===== src/rtl/bps_pkg.sv =====
// ----------------------------------------------------------------------------
// bps_pkg
// Types, codes and constants shared by the bilinear pixel sampler.
// ----------------------------------------------------------------------------
`default_nettype none

package bps_pkg;

  localparam int DEF_MAX_WIDTH  = 256;
  localparam int DEF_MAX_HEIGHT = 256;
  localparam int DEF_FRAC_BITS  = 8;

  localparam int PIX_W      = 32;
  localparam int SIZE_W     = 9;   // size registers and clamped positions
  localparam int CFG_IDX_W  = 2;
  localparam int CFG_DATA_W = 9;
  localparam int MID_DEPTH  = 4;
  localparam int OUT_DEPTH  = 8;

  localparam logic OP_WRITE  = 1'b0;
  localparam logic OP_SAMPLE = 1'b1;

  localparam logic [2:0] CH_COUNT_RGB = 3'd3;

  typedef enum logic [CFG_IDX_W-1:0] {
    CFG_IMAGE_WIDTH   = 2'd0,
    CFG_IMAGE_HEIGHT  = 2'd1,
    CFG_CHANNEL_COUNT = 2'd2
  } bps_cfg_idx_t;

  typedef struct packed {
    logic        opcode;
    logic [7:0]  write_column;
    logic [7:0]  write_row;
    logic [31:0] write_word;
    logic [15:0] sample_x;
    logic [15:0] sample_y;
  } bps_in_t;

  typedef struct packed {
    logic [7:0] channel_3;
    logic [7:0] channel_2;
    logic [7:0] channel_1;
    logic [7:0] channel_0;
  } bps_out_t;

  // Classified item passed from front to back
  typedef struct packed {
    logic              is_sample;
    logic              three_ch;
    logic              wr_en;
    logic [7:0]        wr_col;
    logic [7:0]        wr_row;
    logic [PIX_W-1:0]  wr_word;
    logic [SIZE_W-1:0] px;
    logic [SIZE_W-1:0] py;
    logic              has_right;
    logic              has_down;
    logic [15:0]       fx;
    logic [15:0]       fy;
  } bps_entry_t;

endpackage

`default_nettype wire


===== src/rtl/bps_fifo.sv =====
// ----------------------------------------------------------------------------
// bps_fifo
// Small register-based queue with occupancy count.
// ----------------------------------------------------------------------------
`default_nettype none

module bps_fifo import bps_pkg::*; #(
  parameter int WIDTH = PIX_W,
  parameter int DEPTH = MID_DEPTH,
  localparam int PW   = (DEPTH > 1) ? $clog2(DEPTH) : 1,
  localparam int CW   = $clog2(DEPTH + 1)
) (
  input  wire logic             clk,
  input  wire logic             rst_n,
  input  wire logic             push,
  input  wire logic [WIDTH-1:0] wdata,
  input  wire logic             pop,
  output logic      [WIDTH-1:0] rdata,
  output logic                  full,
  output logic                  empty,
  output logic      [CW-1:0]    count
);

  logic [WIDTH-1:0] mem_r [DEPTH];
  logic [PW-1:0]    wr_ptr_r, wr_ptr_nxt;
  logic [PW-1:0]    rd_ptr_r, rd_ptr_nxt;
  logic [CW-1:0]    count_r, count_nxt;
  logic             do_push, do_pop;

  assign full    = (count_r == CW'(DEPTH));
  assign empty   = (count_r == '0);
  assign count   = count_r;
  assign rdata   = mem_r[rd_ptr_r];
  assign do_push = push && !full;
  assign do_pop  = pop && !empty;

  always_comb begin
    wr_ptr_nxt = wr_ptr_r;
    rd_ptr_nxt = rd_ptr_r;
    count_nxt  = count_r;
    if (do_push) begin
      wr_ptr_nxt = (wr_ptr_r == PW'(DEPTH - 1)) ? '0 : wr_ptr_r + PW'(1);
    end
    if (do_pop) begin
      rd_ptr_nxt = (rd_ptr_r == PW'(DEPTH - 1)) ? '0 : rd_ptr_r + PW'(1);
    end
    if (do_push && !do_pop) begin
      count_nxt = count_r + CW'(1);
    end else if (do_pop && !do_push) begin
      count_nxt = count_r - CW'(1);
    end
  end

  always_ff @(posedge clk) begin
    if (!rst_n) begin
      wr_ptr_r <= '0;
      rd_ptr_r <= '0;
      count_r  <= '0;
    end else begin
      wr_ptr_r <= wr_ptr_nxt;
      rd_ptr_r <= rd_ptr_nxt;
      count_r  <= count_nxt;
    end
  end

  always_ff @(posedge clk) begin
    if (do_push) begin
      mem_r[wr_ptr_r] <= wdata;
    end
  end

endmodule

`default_nettype wire


===== config.mk =====
export PLATFORM = sky130hd
export DESIGN_NAME = bps_fifo
export DESIGN_NICKNAME = d
export VERILOG_FILES = /design/src/rtl/bps_pkg.sv /design/src/rtl/bps_fifo.sv
export SDC_FILE = /design/constraint.sdc
export NUM_CORES = 1
export LEC_CHECK = 0
export BUFFER_PORTS_ARGS = -buffer_cell sky130_fd_sc_hd__buf_2
export CORE_MARGIN = 2
export CORE_UTILIZATION = 36
export DETAILED_ROUTE_END_ITERATION = 12
export MAX_ROUTING_LAYER = met4
export PLACE_DENSITY = 0.63
export SYNTH_ARGS = -nofsm -noshare
export SYNTH_HDL_FRONTEND = slang
export SYNTH_SLANG_ARGS = --single-unit
export TNS_END_PERCENT = 50

===== constraint.sdc =====
create_clock -name clk -period 2.9 [get_ports clk]
set_input_delay 0.29 -clock clk [delete_from_list [all_inputs] [get_ports clk]]
set_output_delay 0.29 -clock clk [all_outputs]
set_load 0.05 [all_outputs]

==> impl_metrics.py <==
metrics = {
    "global_route": {
        "met2_usage": 0.201,
        "grtUsageMet1": 0.170,
        "antenna_found_initial": 0,
        "grtUsageMet3": 0.0507,
        "globalRouteOverflowTotal": 0,
        "grt_pass1_vias": 2564,
        "grt_pass1_wl_um": 14000,
        "grt_busiest_layer": "met2",
        "grt_usage": 0.136,
        "grt_max_degree": 22,
    },
    "flow_run": {
        "max_cap_viol_count": 0,
    },
    "synth": {
        "synth_cell_types": 25,
        "yosysSeqAreaShare": 0.783,
        "synth-seq-cells": 137,
        "synthesis.area_um2": 5140,
        "ys_warn_count": 0,
        "syn_avg_cell_area_um2": 23.6,
        "synth_nets": 261,
        "synthCells": 218,
    },
    "floorplan": {
        "rows": 43,
        "fp.dieW_um": 123,
        "die_area_um2": 15200,
        "start_util": 0.369,
        "chipHeight_um": 123,
        "num_io_pins": 73,
        "core_um2": 13900,
    },
    "timing": {
        "max_clock_freq_ghz": 0.421,
        "post-route-period-util": 0.819,
        "tns_ns": 0,
        "hold_viol": 0,
        "maxSlewViolCount": 0,
        "setup_viol": 0,
        "hold_ws_ns": 0.0878,
        "finClkSkew_ns": 0.0113,
        "worstMarginPinSlew_ns": 0.530,
        "fin_crit_ns": 2.38,
        "slew_headroom": 0.643,
        "rsz0062_at_grt": "false",
    },
    "clock_network": {
        "cts_hold_buf": 0,
        "cts_buffers": 17,
        "clockBufferDepth": 2,
        "clk_pin_slew_ns": 0.06,
        "post-cts-setup-buffers": 0,
        "post_cts.resized_instances": 0,
        "cts_tree": "yes",
        "root_buffer": "clkbuf_16",
        "clkLatencyLatePin_ns": 0.41,
        "ctsHtreeMaxLevel": 4,
        "clock-sinks": 137,
    },
    "placed_design": {
        "gp_congestion": 0.672,
        "io_buffers": 72,
        "dpl.cell_count": 471,
        "dp_hpwl_um": 5880,
    },
    "finish": {
        "drive_gt1_frac": 0.452,
        "layout.cells.non_filler": 503,
        "multi_input_area_um2": 1010,
        "diodes": 0,
        "area.growth.synth_to_final_pct": 23.1,
        "finish.net_count": 353,
        "fin_util": 0.454,
        "regArea_um2": 4030,
        "nFillCells": 1174,
    },
    "detailed_routing": {
        "dr.pass1.iters": 4,
        "drt_iter0_drc": 143,
        "dr_total_vias": 2441,
        "wl_per_cell_um": 18.2,
        "ant_nets": 0,
        "wirelength_um": 9160,
        "via_per_inst": 4.85,
        "drcViolationCount": 0,
    },
    "setup_path": {
        "worstPathRequired_ns": 2.61,
        "critPathMaxFanout": 12,
        "cp-start-kind": "register",
        "path_class": "register to primary output",
        "end_kind": "primary output",
        "rr_startpoint": "count[0]",
        "cp_data_arrival_time_ns": 2.09,
    },
    "power": {
        "peakVddDrop_v": 0.000563,
        "powerDensity_nw_per_um2": 1020,
        "total_power_w": 0.00646,
        "static-leakage-power_nw": 2.19,
    },
    "worst_hold_path": {
        "min_path_type": "input port to register",
        "hp-start": "wdata[28]",
    },
    "status": {
        "status": "completed",
    },
}
-- state kept, by name (all words and copies together), names as in the netlist, named ones only --
| signal | flops |
|---|---|
| rd_ptr_r | 2 |
| mem_r | 128 |
| count | 3 |
| wr_ptr_r | 2 |
-- metrics by stage --
step	cell area (µm²)	setup WS [ns]
after floorplan	5140	0.161
after global placement	5760	0.688
after detailed placement	5760	0.549
after CTS	6320	0.457
after global routing	6320	0.376
final	6320	0.525
-- cell type report --
| cell class | count | share of cell area |
|---|---|---|
| Sequential cell | 137 | 0.637 |
| Multi-Input combinational cell | 69 | 0.160 |
| Timing Repair Buffer | 82 | 0.0768 |
| Clock buffer | 19 | 0.0685 |
| Tap cell | 180 | 0.0356 |
| Clock inverter | 13 | 0.0204 |
| Inverter | 3 | 0.00178 |
-- metal layers --
| metal | share of wire | up-vias |
|---|---|---|
| met4 | 0.012 | 0 |
| li1 | - | 1089 |
| met1 | 0.45 | 1276 |
| met2 | 0.49 | 66 |
| met3 | 0.051 | 10 |
| met5 | 0 | - |
-- critical path, cell delays in order (launching register included) --
cell and delay (ns):
dfxtp_2 0.60, buf_4 0.31, mux4_2 0.53, buf_2 0.23
-- worst paths after layout --
path,endpoint,slack (ns),cells after the start
max reg2reg,count[2],0.55,7
min,mem_r[3][28],0.09,1
min reg2reg,wr_ptr_r[1],0.52,2
max,rdata[30],0.52,3
-- cell families (layout without fill, tap and decap cells) --
kind of cell    after synthesis  after routing  share of synthesized area
compound gates                5              5                    0.00584
xor+xnor                      2              2                    0.00341
fa+ha+maj                     7              7                     0.0185
buf+inv                      12            117                     0.0207
flops                       137            137                      0.783
mux                          35             35                      0.148
simple gates                 20             20                     0.0209
-- synth_stat cells --
cell type  instances  share of area
edfxtp_1         128           0.75
mux4_2            30           0.13
dfxtp_1            9          0.035
ha_1               6          0.015
nand2_1            6         0.0044
and2_1             5         0.0061
buf_2              4         0.0039
buf_12             3          0.012
inv_1              3         0.0022
mux2i_1            3         0.0058
o21ai_0            3         0.0029
mux4_1             2          0.010
nand3_1            2         0.0019
nor2_1             2         0.0015
nor2b_1            2         0.0024
a21boi_0           1         0.0015
buf_6              1         0.0022
clkbuf_1           1        0.00073
fa_1               1         0.0039
nor3_1             1        0.00097
nor3b_2            1         0.0024
o31ai_1            1         0.0015
or3_1              1         0.0012
xnor2_1            1         0.0017
xor2_1             1         0.0017
-- cell usage in the layout (no fill, tap or decap), types with 4 or more instances in the layout --
master       n
dfxtp_1      7
ha_1         6
and2_2       4
buf_2       72
mux4_2      30
buf_12       4
edfxtp_1   128
buf_4        6
nand2_1      6
clkbuf_16   17
-- report_power, final --
group | switching, W | total, W | internal, W
combinational | 0.00128 | 0.00189 | 0.000614
sequential | 0.000130 | 0.00254 | 0.00241
clock | 0.000768 | 0.00202 | 0.00125
total | 0.00218 | 0.00646 | 0.00428
Note: power is estimated with default switching activity, not from simulation.
