File: config.mk
export PLATFORM = sky130hd
export DESIGN_NAME = bps_front
export DESIGN_NICKNAME = d
export VERILOG_FILES = /design/src/rtl/bps_pkg.sv /design/src/rtl/bps_front.sv
export SDC_FILE = /design/constraint.sdc
export NUM_CORES = 1
export LEC_CHECK = 0
export ABC_AREA = 0
export BUFFER_PORTS_ARGS = -buffer_cell sky130_fd_sc_hd__buf_2
export CAP_MARGIN = 20
export CORE_ASPECT_RATIO = 0.9
export CORE_UTILIZATION = 48
export CTS_CLUSTER_DIAMETER = 200
export CTS_CLUSTER_SIZE = 16
export DETAILED_ROUTE_END_ITERATION = 10
export PLACE_DENSITY = 0.95
export SLEW_MARGIN = 20
export SYNTH_ARGS = -nofsm -noshare
export SYNTH_HDL_FRONTEND = slang
export SYNTH_SLANG_ARGS = --single-unit
File: constraint.sdc
create_clock -name clk -period 7.75 [get_ports clk]
set_input_delay 0 -clock clk [delete_from_list [all_inputs] [get_ports clk]]
set_output_delay 0 -clock clk [all_outputs]
set_load 0.05 [all_outputs]
File: src/rtl/bps_pkg.sv
// ----------------------------------------------------------------------------
// bps_pkg
// Types, codes and constants shared by the bilinear pixel sampler.
// ----------------------------------------------------------------------------
`default_nettype none

package bps_pkg;

  localparam int DEF_MAX_WIDTH  = 256;
  localparam int DEF_MAX_HEIGHT = 256;
  localparam int DEF_FRAC_BITS  = 8;

  localparam int PIX_W      = 32;
  localparam int SIZE_W     = 9;   // size registers and clamped positions
  localparam int CFG_IDX_W  = 2;
  localparam int CFG_DATA_W = 9;
  localparam int MID_DEPTH  = 4;
  localparam int OUT_DEPTH  = 8;

  localparam logic OP_WRITE  = 1'b0;
  localparam logic OP_SAMPLE = 1'b1;

  localparam logic [2:0] CH_COUNT_RGB = 3'd3;

  typedef enum logic [CFG_IDX_W-1:0] {
    CFG_IMAGE_WIDTH   = 2'd0,
    CFG_IMAGE_HEIGHT  = 2'd1,
    CFG_CHANNEL_COUNT = 2'd2
  } bps_cfg_idx_t;

  typedef struct packed {
    logic        opcode;
    logic [7:0]  write_column;
    logic [7:0]  write_row;
    logic [31:0] write_word;
    logic [15:0] sample_x;
    logic [15:0] sample_y;
  } bps_in_t;

  typedef struct packed {
    logic [7:0] channel_3;
    logic [7:0] channel_2;
    logic [7:0] channel_1;
    logic [7:0] channel_0;
  } bps_out_t;

  // Classified item passed from front to back
  typedef struct packed {
    logic              is_sample;
    logic              three_ch;
    logic              wr_en;
    logic [7:0]        wr_col;
    logic [7:0]        wr_row;
    logic [PIX_W-1:0]  wr_word;
    logic [SIZE_W-1:0] px;
    logic [SIZE_W-1:0] py;
    logic              has_right;
    logic              has_down;
    logic [15:0]       fx;
    logic [15:0]       fy;
  } bps_entry_t;

endpackage

`default_nettype wire

File: src/rtl/bps_front.sv
// ----------------------------------------------------------------------------
// bps_front
// Configuration registers and item classification: clamps sample
// positions, flags edge neighbours and qualifies pixel writes.
// ----------------------------------------------------------------------------
`default_nettype none

module bps_front import bps_pkg::*; #(
  parameter int MAX_WIDTH  = DEF_MAX_WIDTH,
  parameter int MAX_HEIGHT = DEF_MAX_HEIGHT,
  parameter int FRAC_BITS  = DEF_FRAC_BITS
) (
  input  wire logic                  clk,
  input  wire logic                  rst_n,
  input  wire logic                  cfg_we,
  input  wire logic [CFG_IDX_W-1:0]  cfg_index,
  input  wire logic [CFG_DATA_W-1:0] cfg_wdata,
  input  wire bps_in_t               in_data,
  output bps_entry_t                 entry
);

  localparam logic [SIZE_W-1:0] RST_W = SIZE_W'((MAX_WIDTH < 256) ? MAX_WIDTH : 256);
  localparam logic [SIZE_W-1:0] RST_H = SIZE_W'((MAX_HEIGHT < 256) ? MAX_HEIGHT : 256);
  localparam logic [15:0] FMASK = 16'((33'd1 << FRAC_BITS) - 33'd1);

  // Sizes are held already clamped to 1 .. maximum
  logic [SIZE_W-1:0] eff_w_r, eff_w_nxt;
  logic [SIZE_W-1:0] eff_h_r, eff_h_nxt;
  logic              three_ch_r, three_ch_nxt;
  logic [SIZE_W-1:0] w_clamp, h_clamp;

  logic [15:0]       ix, iy;
  logic [SIZE_W-1:0] px, py;

  always_comb begin
    if (cfg_wdata == '0) begin
      w_clamp = SIZE_W'(1);
    end else if (32'(cfg_wdata) > MAX_WIDTH) begin
      w_clamp = SIZE_W'(MAX_WIDTH);
    end else begin
      w_clamp = SIZE_W'(cfg_wdata);
    end
    if (cfg_wdata == '0) begin
      h_clamp = SIZE_W'(1);
    end else if (32'(cfg_wdata) > MAX_HEIGHT) begin
      h_clamp = SIZE_W'(MAX_HEIGHT);
    end else begin
      h_clamp = SIZE_W'(cfg_wdata);
    end

    eff_w_nxt    = eff_w_r;
    eff_h_nxt    = eff_h_r;
    three_ch_nxt = three_ch_r;
    if (cfg_we) begin
      case (bps_cfg_idx_t'(cfg_index))
        CFG_IMAGE_WIDTH:   eff_w_nxt = w_clamp;
        CFG_IMAGE_HEIGHT:  eff_h_nxt = h_clamp;
        CFG_CHANNEL_COUNT: three_ch_nxt = (cfg_wdata[2:0] == CH_COUNT_RGB);
        default: ;
      endcase
    end
  end

  always_ff @(posedge clk) begin
    if (!rst_n) begin
      eff_w_r    <= RST_W;
      eff_h_r    <= RST_H;
      three_ch_r <= 1'b0;
    end else begin
      eff_w_r    <= eff_w_nxt;
      eff_h_r    <= eff_h_nxt;
      three_ch_r <= three_ch_nxt;
    end
  end

  always_comb begin
    ix = in_data.sample_x >> FRAC_BITS;
    iy = in_data.sample_y >> FRAC_BITS;
    // clamp to the last column or row
    px = (32'(ix) >= 32'(eff_w_r)) ? eff_w_r - SIZE_W'(1) : SIZE_W'(ix);
    py = (32'(iy) >= 32'(eff_h_r)) ? eff_h_r - SIZE_W'(1) : SIZE_W'(iy);

    entry.is_sample = (in_data.opcode == OP_SAMPLE);
    entry.three_ch  = three_ch_r;
    entry.wr_en     = (32'(in_data.write_column) < MAX_WIDTH) &&
                      (32'(in_data.write_row) < MAX_HEIGHT);
    entry.wr_col    = in_data.write_column;
    entry.wr_row    = in_data.write_row;
    entry.wr_word   = in_data.write_word;
    entry.px        = px;
    entry.py        = py;
    entry.has_right = ({1'b0, px} + (SIZE_W+1)'(1)) < {1'b0, eff_w_r};
    entry.has_down  = ({1'b0, py} + (SIZE_W+1)'(1)) < {1'b0, eff_h_r};
    entry.fx        = in_data.sample_x & FMASK;
    entry.fy        = in_data.sample_y & FMASK;
  end

endmodule

`default_nettype wire

==> impl_metrics.yaml, run 1 <==
clock_network:
  clock_latency_ns: 0.25
  cts_hold_buf: 0
  cts_max_level: 1
  post_cts_buffers: 0
  clock-sinks: 19
  clk_pin_slew_worst_paths_ns: 0.07
  cts-resized-gates: 0
  cts_tree: "done"
  clockBufferDepth: 2
  cts_inserted_buffers: 3
  cts-root-buf: "clkbuf_8"
floorplan:
  start_util_pct: 49.8
  die_w_um: 89.3
  num_rows: 28
  core_region_area_um2: 6620
  io_pins: 198
  die_h_um: 80.6
  die_area_um2: 7200
grt:
  grt_pass1_vias: 2420
  grt_usage_pct: 20.4
  grt_antenna_before_repair: 0
  grt_max_degree: 25
  grt_pass1_wl_um: 11600
  overflow: 0
sta:
  fin_crit_ns: 5.15
  slew_violations: 0
  relSlewSlack_pct: 42.4
  timing.final.crit_share_pct: 66.5
  fmax_ghz: 0.194
  finClkSkew_ns: 0
  setup_violations: 0
  setup_tns_ns: 0
  tightestPinTransition_ns: 0.864
  rsz0062_at_grt: "no"
  holdWs_ns: 0.0000193
  finalHoldViolCount: 0
power:
  switching_power_mw: 0.161
  p_leak_nw: 1.32
  irDropWorstVdd_mv: 0.109
  power_density_nw_per_um2: 118
  seq_power_share_pct: 28.4
  p_sw_share_pct: 44.5
  power.internal_mw: 0.202
  power_mw: 0.363
  pwr-share-clk_pct: 18.4
  combPwrFrac_pct: 53.1
critical_path:
  crit_type: "flip-flop to primary output"
  worst-path-max-fanout: 24
  start_kind: "flip-flop"
  critPathCaptureType: "primary output"
  required_ns: 7.75
  cp.arrival_ns: 5.15
route:
  drt_wl_total_um: 7440
  viasPerCell: 5.52
  vias: 2747
  drtAntennaViolNets: 0
  first_pass_iters: 4
  wl_per_cell_um: 14.9
  initialDrtViolationCount: 160
  drc_errors: 0
place:
  hpwl_um: 6160
  dp_cells: 494
  postPlaceCellArea_um2: 3020
  finalWeightedCongestion: 0.962
  portBuffers: 50
cells_and_area:
  area_growth_pct: -6.72
  final_cell_mix: "nand2_1, buf_2, ha_1, inv_1"
  antenna_cells: 0
  fill_cells: 620
  finalNonFillerCells: 498
  multi_input_area_um2: 2190
  final_area_um2: 3070
  layout.nets: 540
  seq_area_um2: 380
  final_common_cell: "nand2_1"
  drive_gt1_share_pct: 19.4
synth:
  synth-warning-count: 0
  ys_ff_latch: 19
  netlist_instances: 434
  async_reset_ff_share_pct: 0
  synth_ff_type: "dfxtp_1"
  ys_types: 58
  syn_area_um2: 3290
  avgSynthCellArea_um2: 7.59
  ys_seq_area_share_pct: 11.5
  synth-edff-count: 0
flow_run:
  timing.max_cap.violations: 0
run_status:
  status: "finished clean"
hold_path:
  min_path_type: "input port to primary output"
-- metal layers --
| metal | up-vias | global-route usage, % | wire (µm) |
|---|---|---|---|
| li1 | 1336 | - | - |
| met1 | 1256 | 26.6 | 3060 |
| met2 | 125 | 33.1 | 3480 |
| met3 | 30 | 3.49 | 677 |
| met4 | 0 | 8.10 | 223 |
| met5 | - | 0 | 0 |
-- cells by family (layout without fill, tap and decap cells) --
group           Yosys count  after routing  synth area share (%)
simple gates            140            140                  21.6
buf+inv                 120             79                  23.9
compound gates           73             73                  16.0
fa+ha+maj                36             36                  13.7
xor+xnor                 30             30                  8.43
flops                    19             19                  11.5
mux                      14             14                  4.60
other cells               2             17                 0.228
-- power by group through the flow --
stage	Sequential, mW	Combinational [mW]	Clock (mW)
3_5_place_dp	0.105	0.189	0
2_1_floorplan	0.104	0.245	0
6_report	0.103	0.193	0.0669
4_1_cts	0.103	0.190	0.0681
3_3_place_gp	0.105	0.183	0
5_1_grt	0.104	0.209	0.0721
-- per-stage QoR --
stage / util, % / worst slack, ns
after floorplan: - / 2.74
after global placement: 45.6 / 3.11
after detailed placement: 45.6 / 2.95
after CTS: 46.3 / 2.65
after global routing: 46.4 / 2.12
final: 46.4 / 2.60
-- state kept, by name (all words and copies together) (netlist names) --
| signal | count |
|---|---|
| eff_w_r | 9 |
| eff_h_r | 9 |
| three_ch_r | 1 |
-- worst max-delay path, stage by stage, from the launching register on --
cell and delay (ns):
dfxtp_1 0.48, inv_1 0.15, ha_1 0.31, o21ai_0 0.07, a21oi_1 0.13, nor3_1 0.09, o32ai_4 0.71, nor2_1 0.09
a21oi_1 0.21, ha_1 0.33, nand2_1 0.08, nor3_1 0.15, a31oi_1 0.08, xnor2_1 0.14, mux2_2 0.27, ha_1 0.30
a21oi_1 0.14, nand2_1 0.07, a221oi_1 0.36, nand3_1 0.11, o21ai_0 0.17, o221a_1 0.20, buf_2 0.26
-- synthesized netlist by cell type (9+ instances only) --
library cell	instances	share of area, %
o21ai_0	13	2.0
buf_4	84	19
mux2_2	9	3.1
nand3_1	15	2.3
a21oi_1	19	2.9
xor2_1	12	3.2
nor3_1	9	1.4
nand2_1	59	6.7
nor2_1	19	2.2
dfxtp_1	19	12
ha_1	36	14
a21boi_0	16	3.6
inv_1	25	2.8
nor2b_1	10	1.9
xnor2_1	16	4.3
-- final timing paths --
kind | from | to | depth (start not counted) | slack (ns)
min | in_data[60] | entry[80] | 0 | 0.00002
max reg2reg | eff_h_r[0]$_SDFFE_PN0P_ | eff_h_r[0]$_SDFFE_PN0P_ | 2 | 6.86
min reg2reg | eff_w_r[4]$_SDFFE_PN0P_ | eff_w_r[4]$_SDFFE_PN0P_ | 2 | 0.49
max | eff_h_r[2]$_SDFFE_PN0P_ | entry[32] | 22 | 2.60
-- layout make-up --
cell class | count | share of cell area [%]
sequential | 19 | 12.4
timing repair buffer | 50 | 8.14
multi-input combinational | 310 | 71.3
inverter | 25 | 3.05
tap | 90 | 3.66
clock buffer | 4 | 1.47
No activity file was read; power rests on OpenSTA's default activity.
==> run 2, diff against run 1 <==
- CORE_UTILIZATION: 48 -> 41
- PLACE_DENSITY: 0.95 -> 0.89
- clock period: 7.75 -> 4.3 ns (I/O delays scaled with it)
==> impl_metrics.yaml, run 2 (same netlist as run 1, synthesis figures left out) <==
route:
  drtAntennaViolNets: 0
  top_layer: "met4"
  initialDrtViolationCount: 205
  met3_length_um: 539
  wl_per_cell_um: 15.4
  met1Wirelength_um: 3110
  vias: 2856
  viasPerCell: 5.51
  drc_errors: 0
  first_pass_iters: 5
  wl_met2_um: 3950
  drt_wl_total_um: 7950
grt:
  grt_pass1_vias: 2654
  grt_antenna_before_repair: 0
  overflow: 0
  grt_usage_pct: 18.3
  grt_max_degree: 22
  grt_pass1_wl_um: 12300
critical_path:
  reg2regPathDepth: 3
  r2r_setup_slack_ns: 3.43
  worst-path-max-fanout: 6
  worstPathCellList: "inv_1 > ha_1 > o21ai_1 > a21oi_2 > nor3_2 > o32ai_4 > buf_4 > a21oi_4 > ha_4 > nor2_1 > a21oi_1 > a31oi_1 > xnor2_1 > mux2_2 > ha_4 > a21oi_2 > nand2_1 > a221oi_2 > nand3_1 > o21ai_1 > o221a_1 > buf_6"
  r2r_end: "eff_h_r[0]$_SDFFE_PN0P_"
  start_kind: "flip-flop"
  cp.arrival_ns: 4.17
  critPathCaptureType: "primary output"
  crit_type: "flip-flop to primary output"
  cp_slowest_stage_delay_ns: 0.34
  cp-startpoint: "eff_h_r[2]$_SDFFE_PN0P_"
  regToRegStartpoint: "eff_h_r[0]$_SDFFE_PN0P_"
  setup.worst_path.end: "entry[32]"
  cpMaxStageDelayCell: "dfxtp_1"
  required_ns: 4.30
power:
  combPwrFrac_pct: 55.1
  pwr-share-clk_pct: 18.1
  power_mw: 0.687
  power_density_nw_per_um2: 208
  p_leak_nw: 1.41
  seq_power_share_pct: 26.8
  power.internal_mw: 0.380
  p_sw_share_pct: 44.7
  irDropWorstVdd_mv: 0.149
  switching_power_mw: 0.307
clock_network:
  cts_max_level: 1
  cts_tree: "done"
  clk_pin_slew_worst_paths_ns: 0.07
  cts-root-buf: "clkbuf_8"
  clock_latency_ns: 0.25
  cts_hold_buf: 0
  cts_inserted_buffers: 3
  clock-sinks: 19
  clockBufferDepth: 2
floorplan:
  die_area_um2: 8400
  num_rows: 30
  die_w_um: 96.5
  core_region_area_um2: 7660
  io_pins: 198
  start_util_pct: 43.0
  die_h_um: 87.0
cells_and_area:
  area_growth_pct: 0.342
  final_cell_mix: "nand2_1, buf_2, ha_1, inv_1"
  layout.nets: 554
  drive_gt1_share_pct: 27.3
  fin_util_pct: 43.2
  final_common_cell: "nand2_1"
  antenna_cells: 0
  reg.largest.list: "eff_h_r x9, eff_w_r x9, three_ch_r x1"
flow_run:
  timing.max_cap.violations: 0
hold_path:
  min_path_type: "input port to primary output"
place:
  finalWeightedCongestion: 0.971
  portBuffers: 50
  dp_slack_ns: 0.0300
  hpwl_um: 6400
sta:
  setup_violations: 0
  relSlewSlack_pct: 59.0
  fin_crit_ns: 4.17
  finalHoldViolCount: 0
  holdWs_ns: 0.0000220
  setup_tns_ns: 0
  timing.final.crit_share_pct: 97.0
  finClkSkew_ns: 0
  fmax_ghz: 0.240
  slew_violations: 0
  setup_slack_ns: 0.130
  tightestPinTransition_ns: 0.612
run_status:
  status: "finished clean"
-- run 2: changes by cell type in the layout (fill, tap and decap cells not counted), moves of 3 or more --
| cell | delta |
|---|---|
| buf_4 | +13 |
| a21oi_1 | -5 |
| ha_1 | -5 |
| a21oi_2 | +4 |
| ha_4 | +4 |
| o21ai_0 | -4 |
| o21ai_1 | +4 |
| inv_1 | -3 |
| inv_2 | +3 |
-- run 2: worst min-delay path by stage --
stage                startpoint                       to  slack [ns]  depth (start not counted)
detailed placement   in_data[0]                 entry[0]      0.0003                          0
global route        in_data[20]                entry[20]     0.00007                          0
CTS                  in_data[0]                 entry[0]      0.0003                          0
finish              in_data[20]                entry[20]     0.00002                          0
global placement     in_data[0]                 entry[0]      0.0003                          0
floorplan                 rst_n  eff_h_r[0]$_SDFFE_PN0P_        0.15                          1
-- run 2: timing repair --
item	4_1_cts	5_1_grt
hold endpoints to repair	0	0
gates resized for setup	8	18
buffers inserted	2	2
pin swaps	2	6
endpoints found under the setup margin	1	2
-- run 2: routing by layer --
| layer | vias up | global-route usage, % |
|---|---|---|
| met5 | - | 0 |
| met4 | 0 | 9.36 |
| met3 | 50 | 3.66 |
| met2 | 137 | 30.7 |
| met1 | 1306 | 21.9 |
| li1 | 1363 | - |
-- run 2: cell type report --
class	count	area, µm²
Fill cell	742	4350
Multi-Input combinational cell	310	2290
Sequential cell	19	383
Timing Repair Buffer	64	368
Tap cell	96	120
Inverter	25	93.8
Clock buffer	3	41.3
Clock inverter	1	5.00
-- run 2: stage by stage --
step | std cells | cell area, µm²
5_1_grt | 518 | 3310
2_1_floorplan | 449 | 3380
4_1_cts | 516 | 3220
6_report | 518 | 3310
3_3_place_gp | 510 | 3130
3_5_place_dp | 510 | 3130
-- run 2: power groups by stage --
stage	registers [mW]	clock network [mW]	logic, mW
finish	0.184	0.124	0.379
detailed placement	0.188	0	0.351
CTS	0.184	0.126	0.360
floorplan	0.187	0	0.446
global route	0.185	0.136	0.409
global placement	0.188	0	0.339
-- run 2: worst max-delay path: cells and delay by family (launching register included) --
| kind | cells | cell delay, ns |
|---|---|---|
| xor+xnor | 1 | 0.15 |
| compound gates | 10 | 1.54 |
| flops | 1 | 0.34 |
| simple gates | 4 | 0.44 |
| mux | 1 | 0.31 |
| buf+inv | 3 | 0.43 |
| fa+ha+maj | 3 | 0.73 |
==> run 3, diff against run 2 <==
- CTS_CLUSTER_DIAMETER: 200 -> 30
- MAX_ROUTING_LAYER: unset -> met4
==> impl_metrics.yaml, run 3 (same netlist as run 1, synthesis figures left out) <==
cells_and_area:
  fill_cells: 727
  layout.nets: 555
  antenna_cells: 0
  final_common_cell: "nand2_1"
  final_cell_mix: "nand2_1, buf_2, ha_1, inv_1, dfxtp_1"
  area_growth_pct: 0.304
  drive_gt1_share_pct: 26.2
  reg.largest.list: "eff_h_r x9, eff_w_r x9, three_ch_r x1"
  seq_area_um2: 382
  multi_input_area_um2: 2290
critical_path:
  cpMaxStageDelayCell: "dfxtp_2"
  r2r_setup_slack_ns: 3.46
  cp_slowest_stage_delay_ns: 0.33
  crit_family: "compound AO/OA/AOI/OAI gates"
  crit_top_cell: "ha_4"
  cp-startpoint: "eff_h_r[6]$_SDFFE_PN0P_"
  r2r_end: "eff_h_r[4]$_SDFFE_PN0P_"
  worstPathCellList: "inv_1 > ha_4 > a21oi_1 > o21ai_0 > a21oi_2 > o32ai_4 > buf_4 > a21oi_4 > ha_4 > nor2_1 > a21oi_1 > a31oi_1 > xnor2_1 > mux2_2 > ha_4 > a21oi_2 > nand2_1 > a221oi_2 > nand3_1 > o21ai_1 > o221a_1 > buf_6"
  cp_num_buf_inv: 3
  critPathCaptureType: "primary output"
  cp.arrival_ns: 4.24
  reg2regPathDepth: 3
  crit_type: "flip-flop to primary output"
  worst-path-max-fanout: 7
  worstSetupPathDepth: 22
  required_ns: 4.30
  start_kind: "flip-flop"
  setup.worst_path.end: "entry[32]"
  regToRegStartpoint: "eff_h_r[4]$_SDFFE_PN0P_"
sta:
  finalHoldViolCount: 0
  fmax_ghz: 0.236
  relSlewSlack_pct: 61.1
  finClkSkew_ns: 0
  tightestPinTransition_ns: 0.581
  timing.final.crit_share_pct: 98.6
  slew_violations: 0
  setup_slack_ns: 0.0582
  setup_violations: 0
  fin_crit_ns: 4.24
route:
  drt_wl_total_um: 7840
  vias: 2878
  wl_per_cell_um: 15.1
  initialDrtViolationCount: 166
  first_pass_iters: 5
  viasPerCell: 5.55
  drc_errors: 0
  drtAntennaViolNets: 0
grt:
  grt_max_degree: 22
  grt_antenna_before_repair: 0
  grt_usage_pct: 18.2
  grt_pass1_vias: 2597
  grt_pass1_wl_um: 11900
  overflow: 0
clock_network:
  cts_tree: "done"
  cts_hold_buf: 0
  clockBufferDepth: 2
  cts-root-buf: "clkbuf_8"
  clk_pin_slew_worst_paths_ns: 0.07
  cts_inserted_buffers: 3
  clock-sinks: 19
  clock_latency_ns: 0.26
  cts_max_level: 1
hold_path:
  min_path_type: "input port to primary output"
  min_from: "in_data[20]"
floorplan:
  num_rows: 30
  start_util_pct: 43.0
  core_region_area_um2: 7660
  die_w_um: 96.5
  io_pins: 198
  die_area_um2: 8400
  die_h_um: 87.0
power:
  power_mw: 0.686
  power_density_nw_per_um2: 208
  irDropWorstVdd_mv: 0.152
  p_leak_nw: 1.41
flow_run:
  timing.max_cap.violations: 0
place:
  hpwl_um: 6210
  portBuffers: 50
  finalWeightedCongestion: 1.04
  dp_slack_ns: 0.0164
run_status:
  status: "finished clean"
==> run 3: cell count changes in the layout (fill, tap and decap cells not counted), sizes merged <==
cell,change
buf,+1
==> run 3: cell type report <==
type | count | share of cell area, %
Multi-Input combinational cell | 310 | 69.3
Sequential cell | 19 | 11.5
Timing Repair Buffer | 65 | 11.2
Tap cell | 96 | 3.63
Inverter | 25 | 2.84
Clock buffer | 3 | 1.25
Clock inverter | 1 | 0.151
==> run 3: metal layers <==
layer | track usage [%] | up-vias | routed length, µm
met3 | 3.14 | 53 | 577
met5 | - | - | 0
met1 | 21.0 | 1307 | 3000
li1 | - | 1364 | -
met4 | 8.56 | 0 | 417
met2 | 30.4 | 154 | 3840
==> run 3: timing repair <==
action	in CTS	in global routing
pin swaps	2	9
gates cloned	0	0
setup buffers	0	6
gates resized for setup	6	12
endpoints found under the setup margin	1	2
==> run 3: worst min path at each step <==
stage | cells past startpoint | endpoint
finish | 0 | entry[20]
global route | 0 | entry[20]
CTS | 0 | entry[0]
detailed placement | 0 | entry[0]
global placement | 0 | entry[0]
floorplan | 1 | eff_h_r[0]$_SDFFE_PN0P_
==> run 3: stage by stage <==
stage / util [%] / TNS, ns / cells / hold WS [ns] / instance area, µm²
finish: 43.2 / 0 / 519 / 0.0000220 / 3300
global route: 43.2 / -0.134 / 519 / 0.0000718 / 3300
CTS: 41.7 / 0 / 513 / 0.000341 / 3190
detailed placement: 40.8 / 0 / 509 / 0.000341 / 3120
global placement: 40.8 / 0 / 509 / 0.000341 / 3120
floorplan: - / -0.186 / 449 / 0.154 / 3380
==> run 3: report_power, final <==
group	internal [mW]	leakage [nW]	switching [mW]	total (mW)
clock network	0.0644	0.0255	0.0600	0.124
registers	0.180	0.154	0.00408	0.184
logic	0.136	1.23	0.241	0.377
total	0.380	1.41	0.305	0.686
